$ cat src/design/mm3_pkg.sv
// Shared types and constants of the square matrix multiply unit.
// No dependencies; mm3_mac, the top level and the checker refer to this package by scoped names.
package mm3_pkg;

    localparam int DIM_DEFAULT = 3;
    localparam int DATA_W      = 32;
    localparam int PROD_W      = 2 * DATA_W;
    localparam int IDX_W       = 2;
    localparam int MODE_W      = 2;
    localparam int Q_SHIFT     = 16;
    localparam int TDATA_W     = 40;

    localparam logic [MODE_W-1:0] MODE_WRITE_A = 2'd0;
    localparam logic [MODE_W-1:0] MODE_WRITE_B = 2'd1;
    localparam logic [MODE_W-1:0] MODE_COMPUTE = 2'd2;

    typedef enum logic [1:0] {
        ST_IDLE,
        ST_RUN,
        ST_DRAIN,
        ST_OUT
    } state_t;

    // Tag that travels with each operand pair through the multiply-accumulate pipe.
    typedef struct packed {
        logic valid;
        logic first;
        logic last;
    } mac_tag_t;

    // Status of the finished dot product.
    typedef struct packed {
        logic done;
        logic saturated;
    } mac_status_t;

endpackage

$ cat src/design/mm3_ram.sv
// Single write port, single registered read port storage for one matrix.
// Depends on nothing beyond its parameters.
module mm3_ram #(
    parameter int DEPTH = 9,
    parameter int AW    = 4,
    parameter int W     = 32
) (
    input  logic          clk,
    input  logic          we,
    input  logic [AW-1:0] waddr,
    input  logic [W-1:0]  wdata,
    input  logic [AW-1:0] raddr,
    output logic [W-1:0]  rdata
);

    logic [W-1:0] mem [DEPTH];
    logic [W-1:0] rdata_reg;

    always_ff @(posedge clk)
    begin
        if (we)
        begin
            mem[waddr] <= wdata;
        end
        rdata_reg <= mem[raddr];
    end

    assign rdata = rdata_reg;

endmodule

$ cat src/design/mm3_mac.sv
// Shared multiply-accumulate unit with Q16.16 rescaling and saturation.
// Depends on mm3_pkg for widths and the tag and status structs.
module mm3_mac #(
    parameter int ACC_W = 66
) (
    input  logic                              clk,
    input  logic                              rst_n,
    input  mm3_pkg::mac_tag_t                 tag,
    input  logic signed [mm3_pkg::DATA_W-1:0] a,
    input  logic signed [mm3_pkg::DATA_W-1:0] b,
    output mm3_pkg::mac_status_t              status,
    output logic [mm3_pkg::DATA_W-1:0]        value
);

    localparam int SH_W = ACC_W - mm3_pkg::Q_SHIFT;

    mm3_pkg::mac_tag_t tag_d_reg;
    mm3_pkg::mac_tag_t tag_p_reg;
    logic signed [mm3_pkg::PROD_W-1:0] prod_reg;
    logic signed [ACC_W-1:0]           acc_reg;
    logic signed [ACC_W-1:0]           acc_next;
    logic signed [ACC_W-1:0]           prod_ext;
    logic                              acc_done_reg;
    logic [mm3_pkg::DATA_W-1:0]        res_value_reg;
    logic [mm3_pkg::DATA_W-1:0]        res_value_next;
    logic                              res_sat_reg;
    logic                              res_sat_next;
    logic                              res_done_reg;
    logic [SH_W-1:0]                   shifted;
    logic [SH_W-mm3_pkg::DATA_W:0]     upper;

    // The RAM read data is registered, so the tag goes through tag_d_reg to match it.
    always_ff @(posedge clk or negedge rst_n)
    begin
        if (!rst_n)
        begin
            tag_d_reg    <= '0;
            tag_p_reg    <= '0;
            acc_done_reg <= 1'b0;
            res_done_reg <= 1'b0;
        end
        else
        begin
            tag_d_reg    <= tag;
            tag_p_reg    <= tag_d_reg;
            acc_done_reg <= tag_p_reg.valid & tag_p_reg.last;
            res_done_reg <= acc_done_reg;
        end
    end

    always_comb
    begin
        prod_ext = {{(ACC_W - mm3_pkg::PROD_W){prod_reg[mm3_pkg::PROD_W-1]}}, prod_reg};
        acc_next = tag_p_reg.first ? prod_ext : acc_reg + prod_ext;
    end

    always_ff @(posedge clk)
    begin
        if (tag_d_reg.valid)
        begin
            prod_reg <= a * b;
        end
        if (tag_p_reg.valid)
        begin
            acc_reg <= acc_next;
        end
        if (acc_done_reg)
        begin
            res_value_reg <= res_value_next;
            res_sat_reg   <= res_sat_next;
        end
    end

    // Drop the low fraction bits, then clip when the bits above Q16.16 are not a sign extension.
    always_comb
    begin
        shifted = acc_reg[ACC_W-1:mm3_pkg::Q_SHIFT];
        upper   = shifted[SH_W-1:mm3_pkg::DATA_W-1];
        if ((&upper) || !(|upper))
        begin
            res_value_next = shifted[mm3_pkg::DATA_W-1:0];
            res_sat_next   = 1'b0;
        end
        else
        begin
            res_value_next = acc_reg[ACC_W-1] ? {1'b1, {(mm3_pkg::DATA_W-1){1'b0}}}
                                              : {1'b0, {(mm3_pkg::DATA_W-1){1'b1}}};
            res_sat_next   = 1'b1;
        end
    end

    assign status.done      = res_done_reg;
    assign status.saturated = res_sat_reg;
    assign value            = res_value_reg;

endmodule

$ cat src/design/matrix_multiply_3x3_unit.sv
// Square matrix multiply unit: a compute beat emits DIM*DIM beats.
// Each product element issues DIM operand pairs, drains through the RAM read, product,
// accumulator and result registers, then waits in the output register until it is taken;
// the single shared multiplier computes the elements one after another.
// Reset is asynchronous and active low; it clears the sequencer but not the matrix stores.
module matrix_multiply_3x3_unit #(
    parameter int DIM = mm3_pkg::DIM_DEFAULT
) (
    input  logic                        clk,
    input  logic                        rst_n,
    input  logic                        s_tvalid,
    output logic                        s_tready,
    // s_tdata from bit 0 up: row[1:0], col[3:2], value[35:4], zero pad[39:36]
    input  logic [mm3_pkg::TDATA_W-1:0] s_tdata,
    // s_tuser: mode[1:0]
    input  logic [mm3_pkg::MODE_W-1:0]  s_tuser,
    output logic                        m_tvalid,
    input  logic                        m_tready,
    // m_tdata from bit 0 up: out_row[1:0], out_col[3:2], product_value[35:4], zero pad[39:36]
    output logic [mm3_pkg::TDATA_W-1:0] m_tdata,
    // m_tuser: saturated
    output logic                        m_tuser,
    output logic                        m_tlast
);

    localparam int DEPTH = DIM * DIM;
    localparam int AW    = $clog2(DEPTH);
    localparam int CW    = $clog2(DIM);
    localparam int ACC_W = mm3_pkg::PROD_W + $clog2(DIM);
    localparam logic [CW-1:0] LAST_IDX = CW'(DIM - 1);

    mm3_pkg::state_t state_reg, state_next;
    logic [CW-1:0] i_reg, i_next;
    logic [CW-1:0] j_reg, j_next;
    logic [CW-1:0] k_reg, k_next;

    logic [mm3_pkg::IDX_W-1:0]  in_row;
    logic [mm3_pkg::IDX_W-1:0]  in_col;
    logic [mm3_pkg::DATA_W-1:0] in_value;
    logic                       in_fire;
    logic                       in_range;
    logic                       we_a;
    logic                       we_b;
    logic [AW-1:0]              waddr;
    logic [AW-1:0]              raddr_a;
    logic [AW-1:0]              raddr_b;
    logic [mm3_pkg::DATA_W-1:0] rdata_a;
    logic [mm3_pkg::DATA_W-1:0] rdata_b;
    logic [mm3_pkg::DATA_W-1:0] prod_value;
    logic                       elem_last;

    mm3_pkg::mac_tag_t    issue_tag;
    mm3_pkg::mac_status_t mac_status;

    assign in_row   = s_tdata[1:0];
    assign in_col   = s_tdata[3:2];
    assign in_value = s_tdata[35:4];
    assign in_fire  = s_tvalid & s_tready;
    // Writes outside the matrix are dropped without a trace.
    assign in_range = (32'(in_row) < DIM) && (32'(in_col) < DIM);
    assign waddr    = AW'(32'(in_row) * DIM + 32'(in_col));
    assign we_a     = in_fire && in_range && (s_tuser == mm3_pkg::MODE_WRITE_A);
    assign we_b     = in_fire && in_range && (s_tuser == mm3_pkg::MODE_WRITE_B);

    // Row i of A walks along k, column j of B walks down k.
    assign raddr_a  = AW'(32'(i_reg) * DIM + 32'(k_reg));
    assign raddr_b  = AW'(32'(k_reg) * DIM + 32'(j_reg));

    assign elem_last = (i_reg == LAST_IDX) && (j_reg == LAST_IDX);

    mm3_ram #(
        .DEPTH (DEPTH),
        .AW    (AW),
        .W     (mm3_pkg::DATA_W)
    ) u_ram_a (
        .clk   (clk),
        .we    (we_a),
        .waddr (waddr),
        .wdata (in_value),
        .raddr (raddr_a),
        .rdata (rdata_a)
    );

    mm3_ram #(
        .DEPTH (DEPTH),
        .AW    (AW),
        .W     (mm3_pkg::DATA_W)
    ) u_ram_b (
        .clk   (clk),
        .we    (we_b),
        .waddr (waddr),
        .wdata (in_value),
        .raddr (raddr_b),
        .rdata (rdata_b)
    );

    mm3_mac #(
        .ACC_W (ACC_W)
    ) u_mac (
        .clk    (clk),
        .rst_n  (rst_n),
        .tag    (issue_tag),
        .a      (rdata_a),
        .b      (rdata_b),
        .status (mac_status),
        .value  (prod_value)
    );

    always_ff @(posedge clk or negedge rst_n)
    begin
        if (!rst_n)
        begin
            state_reg <= mm3_pkg::ST_IDLE;
            i_reg     <= '0;
            j_reg     <= '0;
            k_reg     <= '0;
        end
        else
        begin
            state_reg <= state_next;
            i_reg     <= i_next;
            j_reg     <= j_next;
            k_reg     <= k_next;
        end
    end

    // Sequencer: issue one operand pair a cycle, wait for the pipe to drain, then hold the
    // finished element until its beat is taken.
    always_comb
    begin
        state_next      = state_reg;
        i_next          = i_reg;
        j_next          = j_reg;
        k_next          = k_reg;
        s_tready        = 1'b0;
        m_tvalid        = 1'b0;
        issue_tag.valid = 1'b0;
        issue_tag.first = (k_reg == '0);
        issue_tag.last  = (k_reg == LAST_IDX);
        unique case (state_reg)
            mm3_pkg::ST_IDLE:
            begin
                s_tready = 1'b1;
                if (s_tvalid && (s_tuser == mm3_pkg::MODE_COMPUTE))
                begin
                    i_next     = '0;
                    j_next     = '0;
                    k_next     = '0;
                    state_next = mm3_pkg::ST_RUN;
                end
            end
            mm3_pkg::ST_RUN:
            begin
                issue_tag.valid = 1'b1;
                if (k_reg == LAST_IDX)
                begin
                    k_next     = '0;
                    state_next = mm3_pkg::ST_DRAIN;
                end
                else
                begin
                    k_next = k_reg + 1'b1;
                end
            end
            mm3_pkg::ST_DRAIN:
            begin
                if (mac_status.done)
                begin
                    state_next = mm3_pkg::ST_OUT;
                end
            end
            mm3_pkg::ST_OUT:
            begin
                m_tvalid = 1'b1;
                if (m_tready)
                begin
                    if (elem_last)
                    begin
                        state_next = mm3_pkg::ST_IDLE;
                    end
                    else
                    begin
                        state_next = mm3_pkg::ST_RUN;
                        if (j_reg == LAST_IDX)
                        begin
                            j_next = '0;
                            i_next = i_reg + 1'b1;
                        end
                        else
                        begin
                            j_next = j_reg + 1'b1;
                        end
                    end
                end
            end
            default:
            begin
                state_next = mm3_pkg::ST_IDLE;
            end
        endcase
    end

    // The element registers in the shared unit and the counters hold steady during the beat.
    assign m_tdata = {4'b0000, prod_value,
                      mm3_pkg::IDX_W'(j_reg), mm3_pkg::IDX_W'(i_reg)};
    assign m_tuser = mac_status.saturated;
    assign m_tlast = elem_last;

endmodule

$ cat config.mk
export PLATFORM = sky130hd
export DESIGN_NAME = matrix_multiply_3x3_unit
export DESIGN_NICKNAME = d
export VERILOG_FILES = /design/src/design/mm3_pkg.sv /design/src/design/mm3_ram.sv /design/src/design/mm3_mac.sv /design/src/design/matrix_multiply_3x3_unit.sv
export SDC_FILE = /design/constraint.sdc
export NUM_CORES = 2
export LEC_CHECK = 0
export BUFFER_PORTS_ARGS = -buffer_cell sky130_fd_sc_hd__buf_4
export CAP_MARGIN = 20
export CELL_PAD_IN_SITES_DETAIL_PLACEMENT = 0
export CELL_PAD_IN_SITES_GLOBAL_PLACEMENT = 1
export CORE_UTILIZATION = 40
export DETAILED_ROUTE_END_ITERATION = 12
export PLACE_DENSITY_LB_ADDON = 0.1
export SLEW_MARGIN = 20
export SYNTH_ARGS = -nofsm -noshare
export SYNTH_HDL_FRONTEND = slang
export SYNTH_HIERARCHICAL = 1
export SYNTH_SLANG_ARGS = --single-unit
$ cat constraint.sdc
create_clock -name clk -period 16.1 [get_ports clk]
set_clock_uncertainty 0.15 [all_clocks]
set_input_delay 0 -clock clk [delete_from_list [all_inputs] [get_ports clk]]
set_output_delay 0 -clock clk [all_outputs]
set_load 0.05 [all_outputs]
# == Word level (Yosys, flattened, before mapping) ==
# Memory sizes are Yosys's and may differ from the RTL's. A register that Yosys moved wholly into a read port is not among the register bits.
# Cells that the tools add are included.
# totals
regBits,179
ramBits,576
in_bits,46
output_inout_bits,44
wordCells,94
n_memories,2
# memory_table
memory,words,width,read_ports,rd_clocked_by_memory_dff,wr,line,source
u_ram_a.mem,9,32,1,1,1,mm3_ram.sv:16,logic [W-1:0] mem [DEPTH];
u_ram_b.mem,9,32,1,1,1,mm3_ram.sv:16,
# classes
addsub,7
n_mul,4
order_cmp,2
eq_ne,14
n_mux,28
n_bitwise,2
n_reduce_logical,19
# ops
cell,n
66-bit by 64-bit adder with 66-bit output,1
66-bit two-way mux,1
32-bit by 32-bit multiplier with 64-bit output,1
32-bit two-way mux,2
2-bit two-way mux,12
19-bit AND reduction,1
19-bit OR reduction,1
4-bit by 2-bit adder with 4-bit output,3
2-bit equality test (second input constant),6
2-bit by 2-bit multiplier with 4-bit output (second input constant),3
2-bit one-hot mux with 2 select lines,3
1-bit two-way mux,9
2-bit != test (second input constant),4
2-bit one-hot mux with 4 select lines,1
4-bit AND reduction,2
2-bit by 1-bit adder with 2-bit output (second input constant),3
1-bit logical AND,6
2-bit logical NOT,3
5-bit AND reduction,1
2-bit by 1-bit equality test with 1-bit output (second input constant),2
2-bit less-than comparator (second input constant),2
2-bit by 1-bit != test with 1-bit output (second input constant),2
2-bit nonzero test,2
1-bit AND,2
other kinds (3),3

# == Logic depth before layout (Yosys ltp) ==
# logic_depth
ltp_word,7
ltp_mapped,29

# == Cells and area by module ==
# Netlist, hierarchy kept.
# modules_own_cells
mod,n_inst,cells_each,area_per_inst_um2
mm3_mac,1,4776,45820.2
mm3_ram,2,629,11895.2
matrix_multiply_3x3_unit,1,85,925.9

# == Worst setup path after synthesis ==
# OpenSTA, ideal clock, no wires.
# synth_path
path_kind,reg-to-reg
from,reg u_ram_a.rdata_reg[31] (netlist: u_ram_a/rdata[31]) (read register of u_ram_a.mem)
to,reg u_mac/prod_reg[60] (netlist bit) (data pin)
t_arrival_ns,7.606
required_ns,15.676
slack_ns,8.070
path_stages_with_launch,29
synth_period_minus_slack_ns,8.030
path_cell_list,dfxtp_1 -> clkbuf_1 -> nand2_1 -> inv_1 -> fa_1 -> fa_1 -> inv_1 -> fa_1 -> inv_1 -> fa_1 -> inv_1 -> fa_1 -> inv_1 -> fa_1 -> inv_1 -> fa_1 -> inv_1 -> fa_1 -> ha_1 -> clkbuf_1 -> a21oi_1 -> o21ai_0 -> a21o_1 -> a21oi_1 -> nor2_1 -> a211oi_1 -> o31ai_4 -> a21oi_1 -> o311ai_1
# synth_via
elab_chain_cells,1
# synth_rtl
element,line,source
start: declaration,mm3_ram.sv:17,logic [W-1:0] rdata_reg;
32-bit by 32-bit multiplier with 64-bit output,mm3_mac.sv:61,prod_reg <= a * b;
end signal: assignment,mm3_mac.sv:61,
end: declaration,mm3_mac.sv:19,logic signed [mm3_pkg::PROD_W-1:0] prod_reg;
# Every way passes these cells.
# A chain may end at the register's enable or synchronous reset.

# == Worst setup path after layout ==
# layout_path
from,reg u_ram_a.rdata_reg[13] (netlist: u_ram_a/rdata[13]) (read register of u_ram_a.mem)
to,reg u_mac/prod_reg[63] (netlist bit) (data pin)
# The elaborated chain is that of the path after synthesis.

==> results_dict.tcl <==
set metrics [dict create \
    synth_area_leader_cell "edfxtp_1" \
    layout-drive-gt1-share_pct 9.09 \
    post-route-util_pct 44.4 \
    clk_path_buf_depth 3 \
    crit_family "adder cells" \
    path_buf_inv 4 \
    synth_top_flop_cell "edfxtp_1" \
    dr.pass1.iters 5 \
    synth_edf_count 739 \
    synthTopCellsByArea "edfxtp_1 31%, fa_1 31%, inv_1 5.7%, ha_1 4.7%, and2_1 4.6%" \
    dp_hpwl_mm 127 \
    gp_congestion 0.820 \
    nets 7549 \
    worstMarginPinSlew_ns 1.18 \
    post-cts-setup-buffers 0 \
    fin_cells 8554 \
    cts_tree "done" \
    critical_path_class "flip-flop to flip-flop" \
    slew_violations 0 \
    cpPeakStageDelay_ns 1.10 \
    clock_sinks 819 \
    track_usage_pct 22.2 \
    r2r_cells 24 \
    tns_ns 0 \
    period_share_pct 55.1 \
    end_kind "flip-flop" \
    wl_mm 194 \
    route.antenna.remaining_nets 0 \
    dieHeight_um 422 \
    root_buffer "clkbuf_16" \
    synth_area_per_cell_um2 11.5 \
    fin_crit_ns 8.88 \
    cp_slowest_cell "dfxtp_2" \
    cts.clk_slew.worst_paths_ns 0.06 \
    critical_path.cell_chain "and2_1 -> fa_1 -> inv_1 -> fa_1 -> fa_1 -> fa_1 -> inv_1 -> fa_1 -> fa_1 -> fa_1 -> inv_1 -> fa_1 -> inv_1 -> ha_1 -> and4_1 -> nand3_2 -> or3_4 -> o21a_4 -> or4_4 -> a211oi_2 -> o21ai_1 -> a21oi_2 -> a41oi_1 -> xnor2_1" \
    synth-seq-cells 819 \
    netlist.area_leader.share_pct 31.5 \
    synthCells 6119 \
    startpoint_type "flip-flop" \
    numCtsBuffers 92 \
    cap_violations 0 \
    crit_top_cell "fa_1" \
    port_buffers 81 \
    grt_first_pass_wirelength_mm 298 \
    synth_common_cells "1,089 x fa_1, 1,064 x inv_1, 739 x edfxtp_1" \
    fmax_mhz 113 \
    vias 43700 \
    rr_startpoint "u_ram_a/rdata[13]$_DFF_P_" \
    placed_cells 8308 \
    synthArstFlopShare_pct 1.95 \
    vias_per_cell 5.10 \
    clk_latency_ns 0.73 \
    worst-r2r-setup-slack_ns 7.22 \
    setup_viol 0 \
    cts-resized-gates 0 \
    drc 0 \
    std_cell_rows 153 \
    die_w_um 422 \
    synth_cell_type_count 89 \
    cts_hold_buf 71 \
    hold_violations 0 \
    path_max_fanout 32 \
    hold_start "s_tdata[24]" \
    dieArea_um2 178000 \
    core_um2 175000 \
    slew_headroom_pct 21.4 \
    status "finished clean" \
    critPathRequiredTime_ns 16.38 \
    drtIter0Drc 2758 \
    wl_per_cell_um 22.7 \
    arrival_ns 9.16 \
    grt_pass1_vias 46900 \
    rsz0062_at_grt "no" \
    worst_r2r_endpoint "u_mac/prod_reg[63]$_DFFE_PP_" \
    worstHoldPathType "primary input to flip-flop" \
    yosysSeqAreaShare_pct 33.8 \
    grt_max_degree 68 \
    min_to "u_ram_b/mem[8][20]$_DFFE_PP_" \
    start_util_pct 40.4 \
    yosysMostFrequentCell "fa_1" \
    hold-path-cell-count 2 \
    syn2layout_area_growth_pct 9.78 \
    htree_levels 3 \
    ys.warnings.count 6 \
    syn_area_um2 70500 \
    hold_ws_ns 0.0469 \
    antenna_found_initial 14 \
    ios 90 \
    overflow 0 \
]
through the flow:
stage                     cell area [um2]  setup WS [ns]
final                               77400           7.22
after global routing                77400           6.76
after CTS                           77400           7.19
after detailed placement            73700           7.17
after global placement              73700           7.19
after floorplan                     70500           8.07
worst register-to-register path: stages (launching register included):
cell and delay (ns):
dfxtp_2 1.10, and2_1 0.30, fa_1 0.42, inv_1 0.09
fa_1 0.44, fa_1 0.51, fa_1 0.51, inv_1 0.05
fa_1 0.59, fa_1 0.44, fa_1 0.49, inv_1 0.05
fa_1 0.52, inv_1 0.06, ha_1 0.37, and4_1 0.27
nand3_2 0.11, or3_4 0.35, o21a_4 0.25, or4_4 0.56
a211oi_2 0.34, o21ai_1 0.16, a21oi_2 0.19, a41oi_1 0.15
xnor2_1 0.17
routing by layer:
metal  routed length (um)  global-route usage (%)
met2                92000                    36.7
met4                 4090                    4.92
met3                 8830                    2.77
met5                   27                       0
met1                89300                    31.4
final cells by class:
type / count / area [um2]
fillers: 16400 / 97200
well taps: 2325 / 2910
repair buffers: 248 / 2040
clock inverters: 53 / 609
inverters: 1064 / 3990
clock buffers: 119 / 2450
flip-flops and latches: 819 / 23900
multi-input cells: 3923 / 41500
diodes: 3 / 7.51
how the worst max path moves through the flow:
stage,depth (start not counted),to,startpoint,slack [ns]
2_1_floorplan,28,u_mac/prod_reg[60]$_DFFE_PP_,u_ram_a/rdata[31]$_DFF_P_,8.07
3_3_place_gp,24,u_mac/prod_reg[61]$_DFFE_PP_,u_ram_b/rdata[2]$_DFF_P_,7.19
3_5_place_dp,24,u_mac/prod_reg[63]$_DFFE_PP_,u_ram_a/rdata[13]$_DFF_P_,7.17
4_1_cts,24,u_mac/prod_reg[61]$_DFFE_PP_,u_ram_b/rdata[2]$_DFF_P_,7.19
5_1_grt,28,u_mac/prod_reg[60]$_DFFE_PP_,u_ram_b/rdata[5]$_DFF_P_,6.76
6_report,24,u_mac/prod_reg[63]$_DFFE_PP_,u_ram_a/rdata[13]$_DFF_P_,7.22
kinds of logic (layout without fill, tap and decap cells):
kind of cell               Yosys count  count (layout)  share of synthesized area (%)
AOI/OAI and AO/OA                  687             687                           6.88
and+or+nand+nor                   1485            1485                           10.5
buffers and inverters             1380            1484                           7.60
xor gates and xnor gates           127             127                           1.58
adders and majority gates         1355            1355                           35.6
muxes                              265             265                           4.01
other                                1               7                        0.00532
DFF                                819             819                           33.8
cells in the final DEF, fill, tap and decap left out, types with 14 or more instances in the layout:
master	n
fa_1	1088
inv_1	1063
edfxtp_1	739
nand2_1	682
and2_1	522
ha_1	264
buf_4	177
mux2_2	132
mux2i_1	130
a21oi_1	128
o21ai_0	113
a21o_1	101
clkbuf_16	92
nor2_1	84
xnor2_1	75
dlygate4sd3_1	71
o22ai_1	67
a22o_1	65
xor2_1	52
dfxtp_1	47
o31ai_2	44
nand2b_1	36
nand3_1	29
o31ai_1	26
nand4_1	25
o21bai_1	24
clkbuf_1	22
dfxtp_2	17
o21a_1	16
a31oi_1	14
clkinv_1	14
nor2_4	14
Power is not shown: default switching activity piles up to over one toggle a cycle in this logic, so the estimate is an artifact.
